### src/rtl/core/fbpa_pkg.sv
package fbpa_pkg;

	localparam int MAX_BLOCKS    = 256;
	localparam int POINTER_BYTES = 8;
	localparam int LINK_DEPTH    = 256;
	localparam int IDX_W         = $clog2(LINK_DEPTH);
	localparam int CNT_W         = IDX_W + 1;
	localparam int SIZE_W        = 16;
	localparam int NORM_W        = SIZE_W + 1;
	localparam int ALIGN_W       = 4;
	localparam int OFFSET_W      = 24;
	localparam int CFG_IDX_W     = 2;
	localparam int CFG_DATA_W    = 16;
	localparam int POOL_CAP      = (MAX_BLOCKS < LINK_DEPTH) ? MAX_BLOCKS : LINK_DEPTH;

	localparam logic [1:0] KIND_ALLOC = 2'd0;
	localparam logic [1:0] KIND_FREE  = 2'd1;
	localparam logic [1:0] KIND_RESET = 2'd2;

	localparam logic [1:0] ST_OK        = 2'd0;
	localparam logic [1:0] ST_EXHAUSTED = 2'd1;
	localparam logic [1:0] ST_NO_LIVE   = 2'd2;
	localparam logic [1:0] ST_RANGE     = 2'd3;

	localparam logic [CFG_IDX_W-1:0] CFG_BLOCK_COUNT = 2'd0;
	localparam logic [CFG_IDX_W-1:0] CFG_BLOCK_SIZE  = 2'd1;
	localparam logic [CFG_IDX_W-1:0] CFG_ALIGN_LOG2  = 2'd2;

	localparam logic [CNT_W-1:0] BLOCK_COUNT_RST = CNT_W'(256);
	localparam logic [SIZE_W-1:0] BLOCK_SIZE_RST = SIZE_W'(8);
	localparam logic [ALIGN_W-1:0] ALIGN_RST     = ALIGN_W'(3);

	typedef struct packed {
		logic [1:0]       kind;
		logic [IDX_W-1:0] block_index;
	} cmd_t;

	typedef struct packed {
		logic                granted;
		logic [IDX_W-1:0]    out_index;
		logic [OFFSET_W-1:0] byte_offset;
		logic [1:0]          status;
		logic [CNT_W-1:0]    live_count;
	} res_t;

	typedef struct packed {
		logic [CNT_W-1:0]  block_cap;
		logic [NORM_W-1:0] norm_size;
	} cfg_t;

endpackage

### src/rtl/core/fbpa_link_mem.sv
module fbpa_link_mem
	import fbpa_pkg::*;
(
	input  logic             clk,
	input  logic             we,
	input  logic [IDX_W-1:0] waddr,
	input  logic [IDX_W-1:0] wdata,
	input  logic [IDX_W-1:0] raddr,
	output logic [IDX_W-1:0] rdata
);

	logic [IDX_W-1:0] mem [LINK_DEPTH];

	always_ff @(posedge clk) begin
		if (we) begin
			mem[waddr] <= wdata;
		end
	end

	always_ff @(posedge clk) begin
		rdata <= mem[raddr];
	end

endmodule

### src/rtl/core/fbpa_cfg.sv
module fbpa_cfg
	import fbpa_pkg::*;
(
	input  logic                  clk,
	input  logic                  arst_n,
	input  logic                  cfg_valid,
	output logic                  cfg_ready,
	input  logic [CFG_IDX_W-1:0]  cfg_index,
	input  logic [CFG_DATA_W-1:0] cfg_data,
	output cfg_t                  cfg
);

	logic [CNT_W-1:0]   block_count_q;
	logic [SIZE_W-1:0]  block_size_q;
	logic [ALIGN_W-1:0] align_log2_q;
	logic [NORM_W-1:0]  size_min;
	logic [NORM_W-1:0]  align_mask;
	logic [NORM_W-1:0]  size_sum;

	assign cfg_ready = 1'b1;

	always_ff @(posedge clk or negedge arst_n) begin
		if (!arst_n) begin
			block_count_q <= BLOCK_COUNT_RST;
			block_size_q  <= BLOCK_SIZE_RST;
			align_log2_q  <= ALIGN_RST;
		end else if (cfg_valid && cfg_ready) begin
			case (cfg_index)
				CFG_BLOCK_COUNT: block_count_q <= cfg_data[CNT_W-1:0];
				CFG_BLOCK_SIZE:  block_size_q  <= cfg_data[SIZE_W-1:0];
				CFG_ALIGN_LOG2:  align_log2_q  <= cfg_data[ALIGN_W-1:0];
				default: begin
				end
			endcase
		end
	end

	// The block must hold at least one pointer, then it is rounded up to the alignment.
	always_comb begin
		size_min   = (block_size_q < SIZE_W'(POINTER_BYTES)) ? NORM_W'(POINTER_BYTES)
		                                                   : {1'b0, block_size_q};
		align_mask = (NORM_W'(1) << align_log2_q) - NORM_W'(1);
		size_sum   = size_min + align_mask;
		cfg.norm_size = size_sum & ~align_mask;
		cfg.block_cap = (block_count_q > CNT_W'(POOL_CAP)) ? CNT_W'(POOL_CAP) : block_count_q;
	end

endmodule

### src/rtl/core/fixed_block_pool_allocator.sv
// Fixed-size block pool allocator. Each command (allocate, free or pool reset) is
// taken whenever start is high and busy is never raised, so a command may be issued in
// every cycle; its result appears on res with done high in the cycle right after
// the command was taken, and the receiver cannot stall it. The head of the free list
// and the link below it are kept in registers, and a pop reads the following link
// from the link memory in the same cycle, so back-to-back allocations need no wait.
// New settings of block_count take effect at the next pool reset command; the size
// and alignment settings apply to the offsets of later allocations.
module fixed_block_pool_allocator
	import fbpa_pkg::*;
(
	input  logic                  clk,
	input  logic                  arst_n,
	input  logic                  start,
	output logic                  busy,
	input  cmd_t                  cmd,
	output logic                  done,
	output res_t                  res,
	input  logic                  cfg_valid,
	output logic                  cfg_ready,
	input  logic [CFG_IDX_W-1:0]  cfg_index,
	input  logic [CFG_DATA_W-1:0] cfg_data
);

	cfg_t cfg;

	logic [IDX_W-1:0] head_q, head_d;
	logic [IDX_W-1:0] next_q, next_d, next_eff;
	logic             refill_q, refill_d;
	logic [CNT_W-1:0] fresh_q, fresh_d;
	logic [CNT_W-1:0] live_q, live_d;
	logic [CNT_W-1:0] active_q, active_d;
	logic             done_q;
	res_t             res_q, res_d;
	logic             accept;

	logic             mem_we;
	logic [IDX_W-1:0] mem_rdata;
	logic [IDX_W-1:0] out_idx;
	logic [IDX_W+NORM_W-1:0] offset_full;

	fbpa_cfg u_cfg (
		.clk       (clk),
		.arst_n    (arst_n),
		.cfg_valid (cfg_valid),
		.cfg_ready (cfg_ready),
		.cfg_index (cfg_index),
		.cfg_data  (cfg_data),
		.cfg       (cfg)
	);

	fbpa_link_mem u_link_mem (
		.clk   (clk),
		.we    (mem_we),
		.waddr (cmd.block_index),
		.wdata (head_q),
		.raddr (next_eff),
		.rdata (mem_rdata)
	);

	assign busy   = 1'b0;
	assign accept = start && !busy;

	// After a pop the link below the new head arrives from the memory in the next cycle.
	assign next_eff = refill_q ? mem_rdata : next_q;

	always_comb begin
		head_d   = head_q;
		next_d   = next_eff;
		refill_d = 1'b0;
		fresh_d  = fresh_q;
		live_d   = live_q;
		active_d = active_q;
		mem_we   = 1'b0;
		out_idx  = '0;
		res_d    = '0;
		if (accept) begin
			case (cmd.kind)
				KIND_ALLOC: begin
					if (fresh_q > live_q) begin
						out_idx  = head_q;
						head_d   = next_eff;
						refill_d = 1'b1;
						live_d   = live_q + CNT_W'(1);
						res_d.granted = 1'b1;
					end else if (fresh_q < active_q) begin
						out_idx  = fresh_q[IDX_W-1:0];
						fresh_d  = fresh_q + CNT_W'(1);
						live_d   = live_q + CNT_W'(1);
						res_d.granted = 1'b1;
					end else begin
						res_d.status = ST_EXHAUSTED;
					end
				end
				KIND_FREE: begin
					if (live_q == '0) begin
						res_d.status = ST_NO_LIVE;
					end else if ({1'b0, cmd.block_index} >= active_q) begin
						res_d.status = ST_RANGE;
					end else begin
						mem_we = 1'b1;
						head_d = cmd.block_index;
						next_d = head_q;
						live_d = live_q - CNT_W'(1);
					end
				end
				KIND_RESET: begin
					active_d = cfg.block_cap;
					head_d   = '0;
					fresh_d  = '0;
					live_d   = '0;
				end
				default: begin
				end
			endcase
		end
		offset_full       = {{NORM_W{1'b0}}, out_idx} * {{IDX_W{1'b0}}, cfg.norm_size};
		res_d.out_index   = out_idx;
		res_d.byte_offset = offset_full[OFFSET_W-1:0];
		res_d.live_count  = live_d;
	end

	always_ff @(posedge clk or negedge arst_n) begin
		if (!arst_n) begin
			head_q   <= '0;
			next_q   <= '0;
			refill_q <= 1'b0;
			fresh_q  <= '0;
			live_q   <= '0;
			active_q <= CNT_W'(POOL_CAP);
			done_q   <= 1'b0;
		end else begin
			head_q   <= head_d;
			next_q   <= next_d;
			refill_q <= refill_d;
			fresh_q  <= fresh_d;
			live_q   <= live_d;
			active_q <= active_d;
			done_q   <= accept;
		end
	end

	always_ff @(posedge clk) begin
		if (accept) begin
			res_q <= res_d;
		end
	end

	assign done = done_q;
	assign res  = res_q;

`ifndef SYNTHESIS
	a_done_follows_request: assert property (@(posedge clk) disable iff (!arst_n)
		accept |=> done)
		else $error("done missing after an accepted request");

	a_no_spurious_done: assert property (@(posedge clk) disable iff (!arst_n)
		!accept |=> !done)
		else $error("done without an accepted request");

	a_live_within_fresh: assert property (@(posedge clk) disable iff (!arst_n)
		live_q <= fresh_q)
		else $error("more live blocks than blocks ever handed out");

	a_fresh_within_pool: assert property (@(posedge clk) disable iff (!arst_n)
		fresh_q <= active_q)
		else $error("fresh watermark beyond the active pool size");

	a_grant_is_ok: assert property (@(posedge clk) disable iff (!arst_n)
		(done && res.granted) |-> (res.status == ST_OK))
		else $error("granted result with an error status");
`endif

endmodule
### config.mk
export PLATFORM = sky130hd
export DESIGN_NAME = fixed_block_pool_allocator
export DESIGN_NICKNAME = d
export VERILOG_FILES = /design/src/rtl/core/fbpa_pkg.sv /design/src/rtl/core/fbpa_link_mem.sv /design/src/rtl/core/fbpa_cfg.sv /design/src/rtl/core/fixed_block_pool_allocator.sv
export SDC_FILE = /design/constraint.sdc
export NUM_CORES = 2
export LEC_CHECK = 0
export BUFFER_PORTS_ARGS = -buffer_cell sky130_fd_sc_hd__buf_2
export CORE_MARGIN = 2
export CORE_UTILIZATION = 63
export DETAILED_ROUTE_END_ITERATION = 12
export HOLD_SLACK_MARGIN = 0.12
export PLACE_DENSITY = 0.77
export SKIP_LAST_GASP = 1
export SYNTH_ARGS = -nofsm -noshare
export SYNTH_HDL_FRONTEND = slang
export SYNTH_SLANG_ARGS = --single-unit
### constraint.sdc
create_clock -name clk -period 11.1 [get_ports clk]
set_input_delay 0.555 -clock clk [delete_from_list [all_inputs] [get_ports clk]]
set_output_delay 0.555 -clock clk [all_outputs]
set_load 0.02 [all_outputs]
# ---- Word-level counts from Yosys, hierarchy flattened
# Memory sizes are Yosys's and may differ from the RTL's. A register that Yosys moved wholly into a read port is not among the register bits.
# Index checks and enable logic that the tools add are counted.
# W data, S select, Z words.
dict set report op_classes {
  addsub 5
  n_mul 1
  n_lt_le_gt_ge 5
  eq_ne 9
  shift 1
  n_mux 40
  n_bitwise 2
  n_reduce_logical 11
}
# op count
set ops {}
lappend ops {{$mux W8} 12}
lappend ops {{$mux W9} 8}
lappend ops {{$pmux W9 S3} 1}
lappend ops {{$mul A8 B17 Y24} 1}
lappend ops {{$pmux W8 S3} 1}
lappend ops {{$add A9 B1 Y9 const B} 2}
lappend ops {{$pmux W9 S2} 1}
lappend ops {{$add A17 B17 Y17} 1}
lappend ops {{$and A17 B17 Y17} 1}
lappend ops {{$not A17 Y17} 1}
lappend ops {{$shl A1 B4 Y17 const A} 1}
lappend ops {{$sub A17 B2 Y17 const B} 1}
lappend ops {{$lt A16 B4 Y1 const B} 1}
lappend ops {{$mux W16} 1}
lappend ops {{$mux W1} 13}
lappend ops {{$ne A2 B2 Y1 const B} 5}
lappend ops {{$ge A8 B9 Y1} 1}
lappend ops {{$gt A9 B9 Y1} 1}
lappend ops {{$gt A9 B9 Y1 const B} 1}
lappend ops {{$logic_not A9 Y1} 1}
lappend ops {{$lt A9 B9 Y1} 1}
lappend ops {{$sub A9 B1 Y9 const B} 1}
lappend ops {{$reduce_and A2 Y1} 4}
lappend ops {{$reduce_and A5 Y1} 1}
lappend ops {{other kinds (8)} 12}
dict set report word_totals {
  ff_bits 118
  ramBits 2048
  inputBits 32
  output_inout_bits 47
  elab_cells 90
  mem_count 1
}
# memory words word_bits rd rd_ports_with_merged_regs wr line_no
set memory_table {}
lappend memory_table {u_link_mem.mem 256 8 1 1 1 fbpa_link_mem.sv:12} ;# logic [IDX_W-1:0] mem [LINK_DEPTH];

# ---- Depth between registers and ports, before layout
dict set report logic_depth {
  ltp_word 7
  ltp_mapped 35
  mapped_depth_nobuf 32
}

# ---- Hierarchy
# Synthesis repeated with hierarchy kept, for this count alone.
dict set report hier_totals {
  cells_unflattened 4866
  area_unflattened_um2 90729.5
}
# module instances cells_per_inst area_per_inst_um2 seq_area_each_um2
set by_module_without_submodules {}
lappend by_module_without_submodules {fbpa_link_mem 1 3733 79556.3 61659.1}
lappend by_module_without_submodules {fixed_block_pool_allocator 1 870 8750.9 2448.6}
lappend by_module_without_submodules {fbpa_cfg 1 263 2422.3 730.7}

# ---- Least setup slack after synthesis
# No wires, ideal clock.
dict set report synth_path {
  path_kind {register to register}
  start {register head_q[5]}
  end {register res_q, in the netlist res[34], data pin}
  setup_ns 0.268
  arrival_time_ns 8.510
  setup_slack_ns 2.322
  path_stages_with_launch 18
  path_buffers 0
  period_less_slack_ns 8.778
  cell_sequence {dfrtp_1 a22oi_1 or2_2 fa_1 fa_1 inv_1 fa_1 fa_1 ha_1 o21a_1 o31a_1 o31ai_1 nand4_1 a31oi_1 nor2b_1 o21a_1 o41ai_1 xnor3_1}
}
dict set report synth_between {
  elab_chain_cells 4
}
# item line_no
set synth_rtl {}
lappend synth_rtl {{from (decl)} fixed_block_pool_allocator.sv:27} ;# logic [IDX_W-1:0] head_q, head_d;
lappend synth_rtl {{from (signal assigned)} fixed_block_pool_allocator.sv:125} ;# head_q <= '0;
lappend synth_rtl {{from (signal assigned)} fixed_block_pool_allocator.sv:133} ;# head_q <= head_d;
lappend synth_rtl {{$mux W8} fixed_block_pool_allocator.sv:80} ;# if (fresh_q > live_q) begin
lappend synth_rtl {{$mux W8} fixed_block_pool_allocator.sv:78} ;# case (cmd.kind)
lappend synth_rtl {{$mux W8} fixed_block_pool_allocator.sv:77} ;# if (accept) begin
lappend synth_rtl {{$mul A8 B17 Y24} fixed_block_pool_allocator.sv:117} ;# offset_full = {{NORM_W{1'b0}}, out_idx} * {{IDX_W{1'b0}}, cfg.norm_size};
lappend synth_rtl {{net offset_full[23]} fixed_block_pool_allocator.sv:40} ;# logic [IDX_W+NORM_W-1:0] offset_full;
lappend synth_rtl {{to (signal assigned)} fixed_block_pool_allocator.sv:145} ;# res_q <= res_d;
lappend synth_rtl {{to (decl)} fixed_block_pool_allocator.sv:34} ;# res_t res_q, res_d;
# The timed path passes the listed nets, and every way through them passes these cells.
# A chain may end at the register's enable or synchronous reset.

# ---- Worst setup path in the final report
dict set report layout_path {
  start {register u_cfg.align_log2_q[3]}
  end {register res_q, in the netlist res[34], data pin}
}
dict set report layout_between {
  elab_chain_cells 5
  word_cells_on_any_way 6
}
# item line_no
set layout_rtl {}
lappend layout_rtl {{from (decl)} fbpa_cfg.sv:15} ;# logic [ALIGN_W-1:0] align_log2_q;
lappend layout_rtl {{from (signal assigned)} fbpa_cfg.sv:31} ;# CFG_ALIGN_LOG2: align_log2_q <= cfg_data[ALIGN_W-1:0];
lappend layout_rtl {{$shl A1 B4 Y17 (*)} fbpa_cfg.sv:42} ;# align_mask = (NORM_W'(1) << align_log2_q) - NORM_W'(1);
lappend layout_rtl {{$sub A17 B2 Y17 (*)} fbpa_cfg.sv:42}
lappend layout_rtl {{$add A17 B17 Y17 / $not A17 Y17 (equally long branches)} {fbpa_cfg.sv:43, fbpa_cfg.sv:44}}
lappend layout_rtl {{$and A17 B17 Y17 (*)} fbpa_cfg.sv:44} ;# cfg.norm_size = size_sum & ~align_mask;
lappend layout_rtl {{$mul A8 B17 Y24 (*)} fixed_block_pool_allocator.sv:117}
lappend layout_rtl {{net offset_full[23]} fixed_block_pool_allocator.sv:40}
# Mark *: on every way through the listed nets, which the timed path passes. The rest lies on a longest branch.

==> metrics.md <==
| Metric | Value |
|---|---|
| Outcome | `completed` |
| Fraction of registers with async set or reset after synthesis | `3.404%` |
| Wire length of the first global-routing pass | `315200 µm` |
| Area of the core | `143300 µm²` |
| Clock buffer depth | `3` |
| Pin count of the biggest net entering global routing | `224` |
| Arrival @ worst endpoint | `9.41 ns` |
| Weighted congestion at the end of routability-driven global placement | `0.8768` |
| Switching portion of total power | `33.43%` |
| Routed wirelength normalized by instance count | `29.23 µm` |
| Clock period minus worst slack | `8.833 ns` |
| Global-route usage over all layers | `29.09%` |
| R2r startpoint | `u_cfg.align_log2_q[3]$_DFFE_PN0P_` |
| Total iterations of the first detailed-routing run | `5` |
| Count of H-tree levels built during CTS | `4` |
| Total wirelength of the detailed-routed design | `210800 µm` |
| Part of the cycle the worst path needs | `79.58%` |
| Total of flip-flops plus latches after synthesis | `2174` |
| Hpwl dp | `120500 µm` |
| Post-layout net count | `5359` |
| Terminus of the critical flop-to-flop path | `res[34]$_DFFE_PP_` |
| P_sw | `0.008437 W` |
| Worst slew margin relative to its limit | `8.356%` |
| Mapped Avg Cell Area | `17.90 µm²` |
| Violation count after the first detailed-route iteration | `6424` |
| Number of remaining DRC errors | `0` |
| Critical Path Source Type | `flip-flop` |
| Syn-to-layout area delta | `9.544%` |
| Antenna violations before repair | `1` |
| Gate count of the mapped netlist | `5071` |
| Primary flip-flop cell chosen by synthesis mapping | `edfxtp_1` |
| RSZ-0062 raised after global routing | `no` |
| Clock tree root buffer cell | `clkbuf_16` |
| Area of the die | `147200 µm²` |
| Type of the worst setup path | `reg -> reg` |
| Combined area of all synthesized cells | `90790 µm²` |
| Worst reg-to-reg path cell count | `30` |
| Setup Skew | `0.03706 ns` |
| Post-Place Setup Slack | `2.411 ns` |
| Cell-internal power | `0.01680 W` |
| Hold path startpoint | `cmd[6]` |
| Distinct cell type count after synthesis | `81` |
| Slew at the pin closest to its max-slew limit | `1.375 ns` |
| Most frequent standard cell in the layout excluding fill and tap cells | `edfxtp_1` |
| Site row count | `139` |
| Peak per-stage delay on the critical path | `0.62 ns` |
| Die height | `383.6 µm` |
| Achievable frequency | `113.2 MHz` |
| Setup TNS | `0 ns` |
| Placed Area | `92900 µm²` |
| Number of routed nets with antenna violations | `0` |
| Post-layout instance area | `99450 µm²` |
| Layout cell share with drive strength beyond 1 | `19.36%` |
| Library cell contributing the largest single delay on the critical path | `or4_4` |
| Final antenna diode count | `0` |
| Filler cell count | `8659` |
| Worst IR Drop VDD | `0.2504 mV` |
| Total setup violations reported at the end of the flow | `0` |
| Yosys warning total | `0` |
| Num Clock Sinks | `2174` |
| Count of placed standard cells in the final layout, fillers left out | `7214` |
| Number of ports placed on the die boundary | `79` |
| Register area share after synthesis | `71.42%` |
| Count of cells along the worst hold path | `3` |
| Terminating pin of the worst hold path | `head_q[6]$_DFFE_PN0P_` |
| Power density relative to cell area | `253.8 nW/µm²` |
| Vias | `48332` |
| Via count of the first global-routing pass | `48774` |
| Final hold viol count | `0` |
| Fin worst setup slack | `2.267 ns` |
| Leakage component of the power | `32.65 nW` |
| Critical-path maximum fanout | `18` |
| Global-route congestion overflow total | `0` |
| TritonCTS clock tree | `yes` |
| CP endpoint kind | `flip-flop` |
| Placed cell count | `6821` |
| Post-cts repair resize count | `0` |
| Initial standard-cell utilization of the core | `63.35%` |
| Number of max-cap violations | `0` |
| Portion of total power attributed to the clock network | `26.5%` |
| Clock insertion delay at the later pin of the skew report | `0.85 ns` |
| CTS Buf Count | `205` |
| X dimension of the die | `383.6 µm` |
| Count of flip-flops with a built-in enable after synthesis | `2092` |
| Routed vias/inst | `6.700` |
| Crit path required time | `11.68 ns` |
| Class of the tightest hold or removal check | `in -> reg` |
| Port Buf Inserts | `76` |
| Most frequent cells in the layout | `2092 x edfxtp_1, 512 x mux4_2, 433 x nor2_1, 420 x nand2_1, 207 x clkbuf_16` |
| Cell seen most often among critical-path stages | `fa_1` |
| Sequential group share of total power | `42.3%` |
| Clock edge transition at the registers on the reported setup and hold paths | `0.06 ns` |
| Part of the total power dissipated in combinational logic | `31.3%` |
| Internal reg-to-reg setup slack | `2.27 ns` |
| Pins Over Slew Limit | `0` |
==> state kept, by name (all words and copies together) (netlist names), 4 cells and up <==
name	flops
active_q	9
fresh_q	9
head_q	8
live_q	9
next_q	8
res	44
u_cfg.align_log2_q	4
u_cfg.block_count_q	9
u_cfg.block_size_q	16
u_link_mem.mem	2048
u_link_mem.rdata	8
==> cell type report <==
class                           instances  area, µm²  area share [%]
Multi-Input combinational cell       2452      24080           24.21
Clock inverter                        109      919.6          0.9247
Inverter                              145      544.3          0.5473
Timing Repair Buffer                  168       1239           1.246
Tap cell                             1903       2381           2.394
Sequential cell                      2174      64870           65.23
Clock buffer                          263       5420           5.450
==> synthesized netlist by cell type, types with 4 or more instances <==
| cell | number | area (µm²) |
|---|---|---|
| a211oi_1 | 85 | 638.1 |
| a21o_1 | 14 | 105.1 |
| a21oi_1 | 114 | 570.6 |
| a22oi_1 | 40 | 300.3 |
| a311oi_1 | 64 | 560.5 |
| a31oi_1 | 68 | 425.4 |
| and2_1 | 89 | 556.8 |
| and3_1 | 55 | 344.1 |
| and4_1 | 8 | 70.07 |
| buf_1 | 8 | 30.03 |
| buf_2 | 82 | 410.4 |
| buf_4 | 53 | 397.9 |
| clkbuf_1 | 157 | 589.3 |
| dfrtp_1 | 69 | 1727 |
| dfstp_2 | 5 | 131.4 |
| dfxtp_1 | 8 | 160.2 |
| edfxtp_1 | 2092 | 62820 |
| fa_1 | 90 | 1802 |
| ha_1 | 91 | 1139 |
| inv_1 | 144 | 540.5 |
| mux2_2 | 33 | 371.6 |
| mux2i_1 | 13 | 130.1 |
| mux4_2 | 512 | 11530 |
| nand2_1 | 421 | 1580 |
| nand2_2 | 4 | 25.02 |
| nand2b_1 | 35 | 219.0 |
| nand3_1 | 33 | 165.2 |
| nand3b_1 | 4 | 30.03 |
| nand4_1 | 13 | 81.33 |
| nor2_1 | 433 | 1625 |
| nor2b_1 | 17 | 106.4 |
| nor3_1 | 19 | 95.09 |
| nor4_1 | 6 | 37.54 |
| o211ai_1 | 4 | 30.03 |
| o21a_1 | 12 | 90.09 |
| o21ai_0 | 58 | 290.3 |
| o221ai_1 | 5 | 43.79 |
| o31a_1 | 4 | 35.03 |
| or2_2 | 11 | 68.82 |
| or3_1 | 4 | 25.02 |
| xnor2_1 | 23 | 201.4 |
| xor2_1 | 16 | 140.1 |
==> logic make-up after synthesis <==
logic type	after synthesis	synth area share, %
flops	2174	71.42
simple gates	1166	5.692
mux	559	13.28
compound gates	502	3.762
buf+inv	446	2.184
fa+ha+maj	181	3.239
xor+xnor	41	0.4190
other cells	2	0.008272
==> metrics by stage <==
step	power (W)	utilization, %	hold slack (ns)
after global routing	0.02613	69.40	0.1820
after global placement	0.01842	64.83	0.4109
after detailed placement	0.01858	64.83	0.4135
final	0.02524	69.40	0.1982
after CTS	0.02523	69.40	0.1484
after floorplan	0.01624	-	0.2594
==> critical path: cells and delay by family (launching register included) <==
kind	cells	cell delay, ns
adders and majority gates	7	3.02
AOI/OAI and AO/OA	12	2.73
and+or+nand+nor	7	1.66
DFF	1	0.54
xor gates and xnor gates	1	0.44
muxes	1	0.10
buffers and inverters	2	0.09
==> how the worst max path moves through the flow <==
stage	startpoint	to	depth (start not counted)
detailed placement	u_cfg.align_log2_q[3]$_DFFE_PN0P_	res[34]$_DFFE_PP_	30
CTS	u_cfg.align_log2_q[3]$_DFFE_PN0P_	res[34]$_DFFE_PP_	30
global route	u_cfg.align_log2_q[3]$_DFFE_PN0P_	res[34]$_DFFE_PP_	30
global placement	u_cfg.align_log2_q[3]$_DFFE_PN0P_	res[34]$_DFFE_PP_	30
floorplan	head_q[5]$_DFFE_PN0P_	res[34]$_DFFE_PP_	17
finish	u_cfg.align_log2_q[3]$_DFFE_PN0P_	res[34]$_DFFE_PP_	30
==> routing by layer <==
metal  wire length, µm  GRT usage, %  vias to the layer above
met1             79800         41.25                    24880
met4              7510         10.02                        4
met5                20             0                        -
li1                  -             -                    20068
met2            101500         45.66                     2930
met3             22040         6.334                      450
==> power by group through the flow <==
stage,Clock (W),Combinational [W],Sequential [W]
after floorplan,0,0.00488,0.0114
after global placement,0,0.00762,0.0108
after detailed placement,0,0.00776,0.0108
after CTS,0.00673,0.00785,0.0107
after global routing,0.00704,0.00840,0.0107
final,0.00668,0.00789,0.0107
==> repair_timing <==
action | in CTS | in global routing
buffers inserted | 0 | 0
hold buffers | 21 | 0
hold endpoints to repair | 101 | 0
No activity file was read; power rests on OpenSTA's default activity.
